`src/rtl/pfsb_pkg.sv`:
```
// Shared constants, types and address helper for the page frame buffer blitter.
`default_nettype none

package pfsb_pkg;

  localparam int SCREEN_WIDTH   = 128;
  localparam int SCREEN_HEIGHT  = 64;
  localparam int COLLISION_BITS = 32;
  localparam int PAGE_ROWS      = 8;
  localparam int PAGES          = SCREEN_HEIGHT / PAGE_ROWS;
  localparam int FB_DEPTH       = SCREEN_WIDTH * PAGES;
  localparam int FB_AW          = $clog2(FB_DEPTH);

  // Operation codes.
  localparam logic [1:0] OP_DRAW  = 2'd0;
  localparam logic [1:0] OP_QUERY = 2'd1;
  localparam logic [1:0] OP_READ  = 2'd2;

  // Color modes; MODE_KEEP leaves the cell unchanged and only tests for overlap.
  localparam logic [1:0] MODE_CLEAR  = 2'd0;
  localparam logic [1:0] MODE_SET    = 2'd1;
  localparam logic [1:0] MODE_INVERT = 2'd2;
  localparam logic [1:0] MODE_KEEP   = 2'd3;

  // Placement of one sprite byte over its two buffer cells.
  typedef struct packed {
    logic             vld0;
    logic             vld1;
    logic [FB_AW-1:0] addr0;
    logic [FB_AW-1:0] addr1;
    logic [7:0]       bits0;
    logic [7:0]       bits1;
  } geom_t;

  // Write port of the frame buffer.
  typedef struct packed {
    logic             we;
    logic [FB_AW-1:0] addr;
    logic [7:0]       data;
  } fb_wr_t;

  function automatic logic [FB_AW-1:0] fb_addr(input logic [3:0] page, input logic [6:0] col);
    logic [10:0] a;
    a = 11'(page) * 11'(SCREEN_WIDTH) + 11'(col);
    return a[FB_AW-1:0];
  endfunction

endpackage

`default_nettype wire

```
`src/rtl/pfsb_geom.sv`:
```
// Placement of a sprite byte: clipping, page pair, column and shifted bit masks.
`default_nettype none

module pfsb_geom (
  input  logic signed [7:0] pos_x_i,
  input  logic signed [7:0] pos_y_i,
  input  logic [6:0]        sprite_w_i,
  input  logic [6:0]        sprite_h_i,
  input  logic              mirror_i,
  input  logic [6:0]        bitmap_col_i,
  input  logic [3:0]        bitmap_row_i,
  input  logic [7:0]        pixels_i,
  output pfsb_pkg::geom_t   geom_o
);
  import pfsb_pkg::*;

  localparam logic signed [8:0] Y_MAX   = 9'(SCREEN_HEIGHT - 1);
  localparam logic signed [6:0] PAGES_S = 7'(PAGES);

  logic signed [8:0] x9, y9, xw, yh, col;
  logic signed [4:0] base;
  logic signed [6:0] page0, page1;
  logic [6:0]        xcol;
  logic [2:0]        off;
  logic [15:0]       sh;
  logic              off_screen, outside, col_ok, ok, pg0_ok, pg1_ok;

  assign x9   = $signed({pos_x_i[7], pos_x_i});
  assign y9   = $signed({pos_y_i[7], pos_y_i});
  assign xw   = x9 + $signed({2'b00, sprite_w_i});
  assign yh   = y9 + $signed({2'b00, sprite_h_i});

  assign off_screen = xw[8] || yh[8] || (y9 > Y_MAX);
  // A band lies outside the sprite when band * 8 reaches the height.
  assign outside    = (bitmap_col_i >= sprite_w_i) ||
                      ({1'b0, bitmap_row_i, 3'b000} >= {1'b0, sprite_h_i});

  assign base  = $signed(pos_y_i[7:3]);
  assign page0 = $signed({{2{base[4]}}, base}) + $signed({3'b000, bitmap_row_i});
  assign page1 = page0 + 7'sd1;

  assign xcol   = mirror_i ? (sprite_w_i - 7'd1 - bitmap_col_i) : bitmap_col_i;
  assign col    = x9 + $signed({2'b00, xcol});
  assign col_ok = !col[8] && (col[7:0] < 8'(SCREEN_WIDTH));

  assign off = pos_y_i[2:0];
  assign sh  = {8'h00, pixels_i} << off;

  assign ok     = !off_screen && !outside && col_ok;
  assign pg0_ok = !page0[6] && (page0 < PAGES_S);
  assign pg1_ok = !page1[6] && (page1 < PAGES_S);

  assign geom_o.vld0  = ok && pg0_ok;
  assign geom_o.vld1  = ok && (off != 3'd0) && pg1_ok;
  assign geom_o.addr0 = fb_addr(page0[3:0], col[6:0]);
  assign geom_o.addr1 = fb_addr(page1[3:0], col[6:0]);
  assign geom_o.bits0 = sh[7:0];
  assign geom_o.bits1 = sh[15:8];

endmodule

`default_nettype wire

```
`config.mk`:
```
export PLATFORM = sky130hd
export DESIGN_NAME = pfsb_geom
export DESIGN_NICKNAME = d
export VERILOG_FILES = /design/src/rtl/pfsb_pkg.sv /design/src/rtl/pfsb_geom.sv
export SDC_FILE = /design/constraint.sdc
export NUM_CORES = 1
export LEC_CHECK = 0
export BUFFER_PORTS_ARGS = -buffer_cell sky130_fd_sc_hd__buf_2
export CORE_MARGIN = 2
export CORE_UTILIZATION = 53
export DETAILED_ROUTE_END_ITERATION = 7
export PLACE_DENSITY = 0.91
export SETUP_SLACK_MARGIN = 0.02
export SLEW_MARGIN = 20
export SYNTH_ARGS = -nofsm -noshare
export SYNTH_HDL_FRONTEND = slang
export SYNTH_SLANG_ARGS = --single-unit
```
`constraint.sdc`:
```
create_clock -name vclk -period 4.9
set_input_delay 0.49 -clock vclk [all_inputs]
set_output_delay 0.49 -clock vclk [all_outputs]
set_load 0.005 [all_outputs]
```
==> out/metrics.yaml <==
multi_input_area_um2: 1570
cp-start-kind: "primary input"
grt_max_degree: 15
core-area_um2: 3100
die-area_um2: 3800
max-slew-margin-rel_pct: 57.4
synth.avg_cell_area_um2: 7.37
antenna_cells: 0
antenna_found_initial: 0
synth_top_area_share_pct: 28.4
cp_slowest_stage_delay_ns: 0.39
vdd_drop_max_mv: 0.0460
drv.max_cap_violation_count: 0
cp_max_fo: 5
dieWidth_um: 61.7
wl_um: 4450
cp_cell_sequence: "buf_2, inv_1, ha_1, inv_1, fa_1, nor2b_1, o21ai_1, a21boi_0, nand3b_1, o21ai_0, ha_1, or3_1, o2111ai_2, mux2_2, o211ai_2, nor3_2, buf_2"
dr.pass1.iters: 4
fill_cells: 277
drv_slew: 0
postLayoutCoreUtil_pct: 70.1
yosysTopAreaCell: "ha_1"
ys_seq_area_share_pct: 0
dp_hpwl_um: 3970
hp-class: "in2out"
syn_area_um2: 1760
period_needed_ns: 4.03
cts_resized: 0
nets: 409
grt_pass1_vias: 1714
max_freq_ghz: 0.248
grt_overflow: 0
via_per_inst: 5.33
start_util_pct: 56.8
crit_path_end_kind: "output pin"
worst_pin_slew_ns: 0.631
slowest_stage: "fa_1"
crit_family: "adder cells"
regArea_um2: 0
flops_and_latches: 0
nClkBuffers: 0
synth_area_leaders: "ha_1 (28%), inv_1 (6.2%), mux2i_1 (5.7%), o21ai_0 (4.3%), nand2_1 (3.6%)"
path_buf_inv: 4
gp_congestion: 0.784
ios: 88
synthCells: 239
critical_path_class: "in2out"
power.density_cell_area_nw_per_um2: 131
fin_crit_sh_pct: 82.2
cts_setup_buffers: 0
tns_ns: 0
wire_per_inst_um: 12.4
postCtsHoldBufs: 0
outcome: "completed"
p_leak_uw: 0.00122
synthesis.nets: 332
drc: 0
drive_gt1_share_pct: 32.2
grtUsageTotal_pct: 22.5
dr.first_iter.drc_count: 68
setup_viol: 0
ys_warn_count: 0
area_growth_pct: 23.5
crit_required_ns: 4.41
ant_nets: 0
synth_cell_type_count: 47
die_height_um: 61.7
crit_arrival_ns: 3.54
rsz0062_at_grt: "false"
hold_viol_final: 0
rows: 20
io_buffer_count: 87
dr_total_vias: 1909
grt_pass1_wl_um: 6800
cell type report:
class | count | area share [%]
inverter | 30 | 5.18
multi-input combinational | 197 | 72.3
tap | 44 | 2.53
timing repair buffer | 87 | 20.0
cell families after synthesis:
family | count (synthesis) | share of synthesized area (%)
AND/OR/NAND/NOR | 66 | 19.1
AO/OA/AOI/OAI | 62 | 24.1
adder cells (fa/ha/maj) | 44 | 32.5
buffers and inverters | 42 | 10.7
multiplexers | 15 | 8.88
XOR/XNOR | 9 | 4.47
other | 1 | 0.213
worst min-delay path, stage by stage:
cell and delay, ns:
buf_2 0.09, ha_1 0.13, buf_2 0.10
per-layer routing:
layer  track usage [%]  vias up  wire length [um]
met1              29.3      860              1940
met3              1.05        4               157
met4              3.65        0                35
met2              41.2       47              2320
met5                 0        -                 0
li1                  -      998                 -
per-stage QoR:
step	instance area (um2)	power, uW	setup slack [ns]	cells	hold WS, ns
2_1_floorplan	1760	202	1.35	239	1.10
3_3_place_gp	2180	275	0.984	358	1.30
3_5_place_dp	2180	284	0.903	358	1.30
4_1_cts	2180	286	0.897	358	1.31
5_1_grt	2180	322	0.678	358	1.33
6_report	2180	286	0.871	358	1.31
worst paths after layout:
path	from	to	slack, ns	depth (start not counted)
setup / recovery	bitmap_col_i[0]	geom_o[36]	0.87	17
hold / removal	pos_x_i[0]	geom_o[16]	1.31	3
cells in the final DEF, fill, tap and decap left out, types with 4 or more instances in the layout:
master	n
a21oi_1	11
o22ai_1	5
xnor2_1	5
nor2b_1	4
xor2_1	4
nor3_1	5
nand2_1	17
ha_1	40
nor2_1	17
a21o_1	6
inv_1	29
nand2b_1	4
o21ai_0	15
a211oi_1	5
mux2i_1	10
mux2_2	5
buf_2	87
cells in the mapped netlist, drive strengths merged (3+ instances only):
cell type  count
ha            40
nor2          18
nand2b         4
xnor2          5
fa             3
mux2           5
nor3           6
buf            9
o22ai          5
inv           29
mux2i         10
o21ai         17
xor2           4
a21o           6
nand4          3
a211oi         8
nand2         17
and2           3
nor2b          4
a21oi         11
clkbuf         3
power breakdown:
part / switching (uW) / internal, uW / leakage [uW]
logic: 148 / 138 / 0.00122
registers: 0 / 0 / 0
clock network: 0 / 0 / 0
Power figures use the tool's default switching activity.
