File: src/rtl/pfsb_pkg.sv
// Shared constants, types and address helper for the page frame buffer blitter.
`default_nettype none

package pfsb_pkg;

  localparam int SCREEN_WIDTH   = 128;
  localparam int SCREEN_HEIGHT  = 64;
  localparam int COLLISION_BITS = 32;
  localparam int PAGE_ROWS      = 8;
  localparam int PAGES          = SCREEN_HEIGHT / PAGE_ROWS;
  localparam int FB_DEPTH       = SCREEN_WIDTH * PAGES;
  localparam int FB_AW          = $clog2(FB_DEPTH);

  // Operation codes.
  localparam logic [1:0] OP_DRAW  = 2'd0;
  localparam logic [1:0] OP_QUERY = 2'd1;
  localparam logic [1:0] OP_READ  = 2'd2;

  // Color modes; MODE_KEEP leaves the cell unchanged and only tests for overlap.
  localparam logic [1:0] MODE_CLEAR  = 2'd0;
  localparam logic [1:0] MODE_SET    = 2'd1;
  localparam logic [1:0] MODE_INVERT = 2'd2;
  localparam logic [1:0] MODE_KEEP   = 2'd3;

  // Placement of one sprite byte over its two buffer cells.
  typedef struct packed {
    logic             vld0;
    logic             vld1;
    logic [FB_AW-1:0] addr0;
    logic [FB_AW-1:0] addr1;
    logic [7:0]       bits0;
    logic [7:0]       bits1;
  } geom_t;

  // Write port of the frame buffer.
  typedef struct packed {
    logic             we;
    logic [FB_AW-1:0] addr;
    logic [7:0]       data;
  } fb_wr_t;

  function automatic logic [FB_AW-1:0] fb_addr(input logic [3:0] page, input logic [6:0] col);
    logic [10:0] a;
    a = 11'(page) * 11'(SCREEN_WIDTH) + 11'(col);
    return a[FB_AW-1:0];
  endfunction

endpackage

`default_nettype wire

File: src/rtl/pfsb_blend.sv
// Shared read-modify-write unit: combines a mask into a buffer byte and reports overlap.
`default_nettype none

module pfsb_blend (
  input  logic [7:0] cell_i,
  input  logic [7:0] bits_i,
  input  logic [1:0] mode_i,
  output logic [7:0] cell_o,
  output logic       hit_o
);
  import pfsb_pkg::*;

  assign hit_o = (cell_i & bits_i) != 8'h00;

  always_comb begin
    case (mode_i)
      MODE_CLEAR:  cell_o = cell_i & ~bits_i;
      MODE_SET:    cell_o = cell_i | bits_i;
      MODE_INVERT: cell_o = cell_i ^ bits_i;
      default:     cell_o = cell_i;
    endcase
  end

endmodule

`default_nettype wire

File: config.mk
export PLATFORM = sky130hd
export DESIGN_NAME = pfsb_blend
export DESIGN_NICKNAME = d
export VERILOG_FILES = /design/src/rtl/pfsb_pkg.sv /design/src/rtl/pfsb_blend.sv
export SDC_FILE = /design/constraint.sdc
export NUM_CORES = 1
export LEC_CHECK = 0
export BUFFER_PORTS_ARGS = -buffer_cell sky130_fd_sc_hd__buf_2
export CORE_MARGIN = 1
export CORE_UTILIZATION = 45
export DETAILED_ROUTE_END_ITERATION = 16
export PLACE_DENSITY = 0.76
export SLEW_MARGIN = 10
export SYNTH_ARGS = -nofsm -noshare
export SYNTH_HDL_FRONTEND = slang
export SYNTH_SLANG_ARGS = --single-unit
File: constraint.sdc
create_clock -name vclk -period 1.1
set_clock_uncertainty 0.05 [all_clocks]
set_input_delay 0.165 -clock vclk [all_inputs]
set_output_delay 0.165 -clock vclk [all_outputs]
set_load 0.03 [all_outputs]
==> results.yml, run 1 <==
outcome:
  stop_stage: "4_1_cts"
  run_status: "did not finish"
  tool.error: "[ERROR DPL-0038] Utilization greater than 100%, impossible to legalize"
yosys:
  synth.distinct_cells: 6
  synthMuxAreaShare: 0.296
  seq_area_frac_synth: 0
  synth_compound_area_frac: 0
  synthAdderAreaFrac: 0.493
  syn_area_um2: 609
  yosysTopAreaCellShare: 0.493
  synth_simple_gate_area_frac: 0.0267
  syn_inst: 61
  synthTopCellsByArea: "ha_1 (49%), mux4_2 (30%), inv_1 (15%)"
  syn_nets: 103
  synth-xor-area-share: 0
  yosysTopAreaCell: "ha_1"
  avgSynthCellArea_um2: 9.99
  ys_warn_count: 0
  synth_top_family_by_area: "adder cells"
floorplan:
  die_x_um: 38.8
  die_h_um: 38.8
  row_count: 12
  ios: 27
  initial_core_util: 0.514
clock_network:
  post-cts-setup-buffers: 0
  cts_resized: 83
  ctsHoldBuffers: 0
placement:
  place_area_um2: 1010
  dp_hpwl_um: 1230
  routabilityCongestion: 0.549
  portBuffers: 27
Yosys cell counts:
master and instances:
ha_1 24, inv_1 24, nand2_1 1, nor4_1 2
mux4_2 8, buf_6 2
stage by stage:
step                      TNS, ns  std cells  setup slack [ns]
after floorplan            -0.472         61           -0.0632
after global placement      -2.91        109            -0.334
after detailed placement    -3.00        109            -0.367
cells by family after synthesis:
family / count (synthesis)
adder cells (fa/ha/maj): 24
multiplexers: 8
buffers and inverters: 26
AND/OR/NAND/NOR: 3
==> run 2: changes to the inputs <==
CORE_AREA = 2 2 63 65   (was unset)
CORE_MARGIN = unset   (was 1)
CORE_UTILIZATION = unset   (was 45)
DIE_AREA = 0 0 65 67   (was unset)
PLACE_DENSITY = unset   (was 0.76)
PLACE_DENSITY_LB_ADDON = 0.15   (was unset)
clock period = 1.4 ns   (was 1.1 ns; I/O delays follow)
==> results.yml, run 2 <==
drt:
  routed_wl_um: 1570
  firstDrtPassIters: 2
  initialDrtViolationCount: 11
  vias: 562
  drc: 0
  ant_nets: 0
  vias_per_cell: 3.82
  routedWlPerCell_um: 10.7
placement:
  pre_cts_ws_ns: -0.162
  routabilityCongestion: 0.627
  portBuffers: 27
  place_area_um2: 892
  dp_hpwl_um: 1240
grt:
  grt_overflow: 0
  track_usage: 0.0749
  grt_pass1_vias: 576
  grt_pass1_wl_um: 2590
  antenna_found_initial: 0
  grt_max_degree: 9
worst_hold_path:
  min-delay-start: "cell_i[5]"
  hold_depth: 3
  min_to: "cell_o[5]"
  hold_class: "input pin to primary output"
yosys:
  synth.distinct_cells: 6
  ys_warn_count: 0
  synthTopCellsByArea: "ha_1 (49%), mux4_2 (30%), inv_1 (15%)"
  syn_nets: 103
  yosysTopAreaCellShare: 0.493
  syn_inst: 61
  synthTopCellsByCount: "ha_1 (24), inv_1 (24), mux4_2 (8)"
  seq_area_frac_synth: 0
  syn_area_um2: 609
  yosysTopAreaCell: "ha_1"
  avgSynthCellArea_um2: 9.99
finish:
  nets: 143
  area_growth_pct: 107
  regArea_um2: 0
  drive_gt1_frac: 0.758
  fillers: 384
  seq_cell_count: 0
  final_cell_mix: "ha_1 (15), inv_4 (13), buf_8 (13)"
  insertedDiodeCount: 0
  nClkBuffers: 0
  layout_commonest_cell: "ha_1"
  postLayoutCellArea_um2: 1260
outcome:
  run_status: "finished, violations left"
  violations: "setup timing"
floorplan:
  row_count: 22
  die_h_um: 67
  ios: 27
  core_um2: 3610
  die_x_um: 65
  initial_core_util: 0.169
  dieArea_um2: 4360
clock_network:
  post-cts-setup-buffers: 0
timing:
  hold_viol: 0
  min_period_ns: 1.43
  fmax_mhz: 697
  tns_ns: -0.180
  period_share: 1.02
  slew_headroom: 0.845
  drv_slew: 0
  hold_ws_ns: 0.815
  rsz0062_at_grt: "yes"
  finalSetupViolations: 8
  finalWorstSetupSlack_ns: -0.0343
  tightest_slew_ns: 0.231
power_and_ir_drop:
  power_leakage_uw: 0.000582
  ir_drop_uv: 120
  fin_total_pwr_uw: 408
  power_density_nw_per_um2: 323
worst_setup_path:
  path_max_fanout: 3
  worstSetupPathType: "input pin to primary output"
  startpoint_type: "input pin"
  crit_required_ns: 1.14
  end_kind: "primary output"
  crit_arrival_ns: 1.17
run:
  cap_violations: 0
-- run 2: kinds of logic (layout without fill, tap and decap cells) --
group | count (synthesis) | count (layout) | synth area share
simple gates | 3 | 3 | 0.0267
buf+inv | 26 | 64 | 0.185
fa+ha+maj | 24 | 24 | 0.493
mux | 8 | 8 | 0.296
-- run 2: what timing repair did --
item | 4_1_cts | 5_1_grt
hold buffers | 0 | 0
gates resized for setup | 78 | 20
pin swaps | 9 | 8
setup endpoints to repair | 9 | 9
endpoints found under the hold margin | 0 | 0
-- run 2: layout make-up --
| cell class | instances | area [um^2] | area share |
|---|---|---|---|
| Inverter | 24 | 138 | 0.109 |
| Multi-Input combinational cell | 35 | 612 | 0.485 |
| Timing Repair Buffer | 40 | 453 | 0.359 |
| Tap cell | 48 | 60.1 | 0.0476 |
-- run 2: worst max-delay path, cell delays in order --
cell and delay, ns:
buf_8 0.10, inv_4 0.05, ha_4 0.18, mux4_2 0.47, buf_6 0.16
-- run 2: power breakdown --
part / switching (uW) / internal [uW]
clock: 0 / 0
combinational: 181 / 227
sequential: 0 / 0
total: 181 / 227
-- run 2: worst max path at each step --
stage               from        end  cells after the start
3_3_place_gp   cell_i[7]  cell_o[7]                      5
3_5_place_dp   cell_i[7]  cell_o[7]                      5
2_1_floorplan  cell_i[1]  cell_o[1]                      3
6_report       cell_i[6]  cell_o[6]                      5
4_1_cts        bits_i[6]  cell_o[6]                      5
5_1_grt        cell_i[0]      hit_o                      6
-- run 2: per-stage QoR --
| step | cells | util |
|---|---|---|
| after floorplan | 61 | - |
| after CTS | 147 | 0.332 |
| after detailed placement | 147 | 0.247 |
| final | 147 | 0.350 |
| after global placement | 147 | 0.247 |
| after global routing | 147 | 0.350 |
-- run 2: per-layer routing --
metal | part of all wire | up-vias | track usage
met5 | 0 | - | 0
met4 | 0 | 0 | 0
met3 | 0.063 | 0 | 0.0118
met2 | 0.54 | 20 | 0.147
met1 | 0.40 | 272 | 0.0903
li1 | - | 270 | -
(Power assumes the default switching activity.)
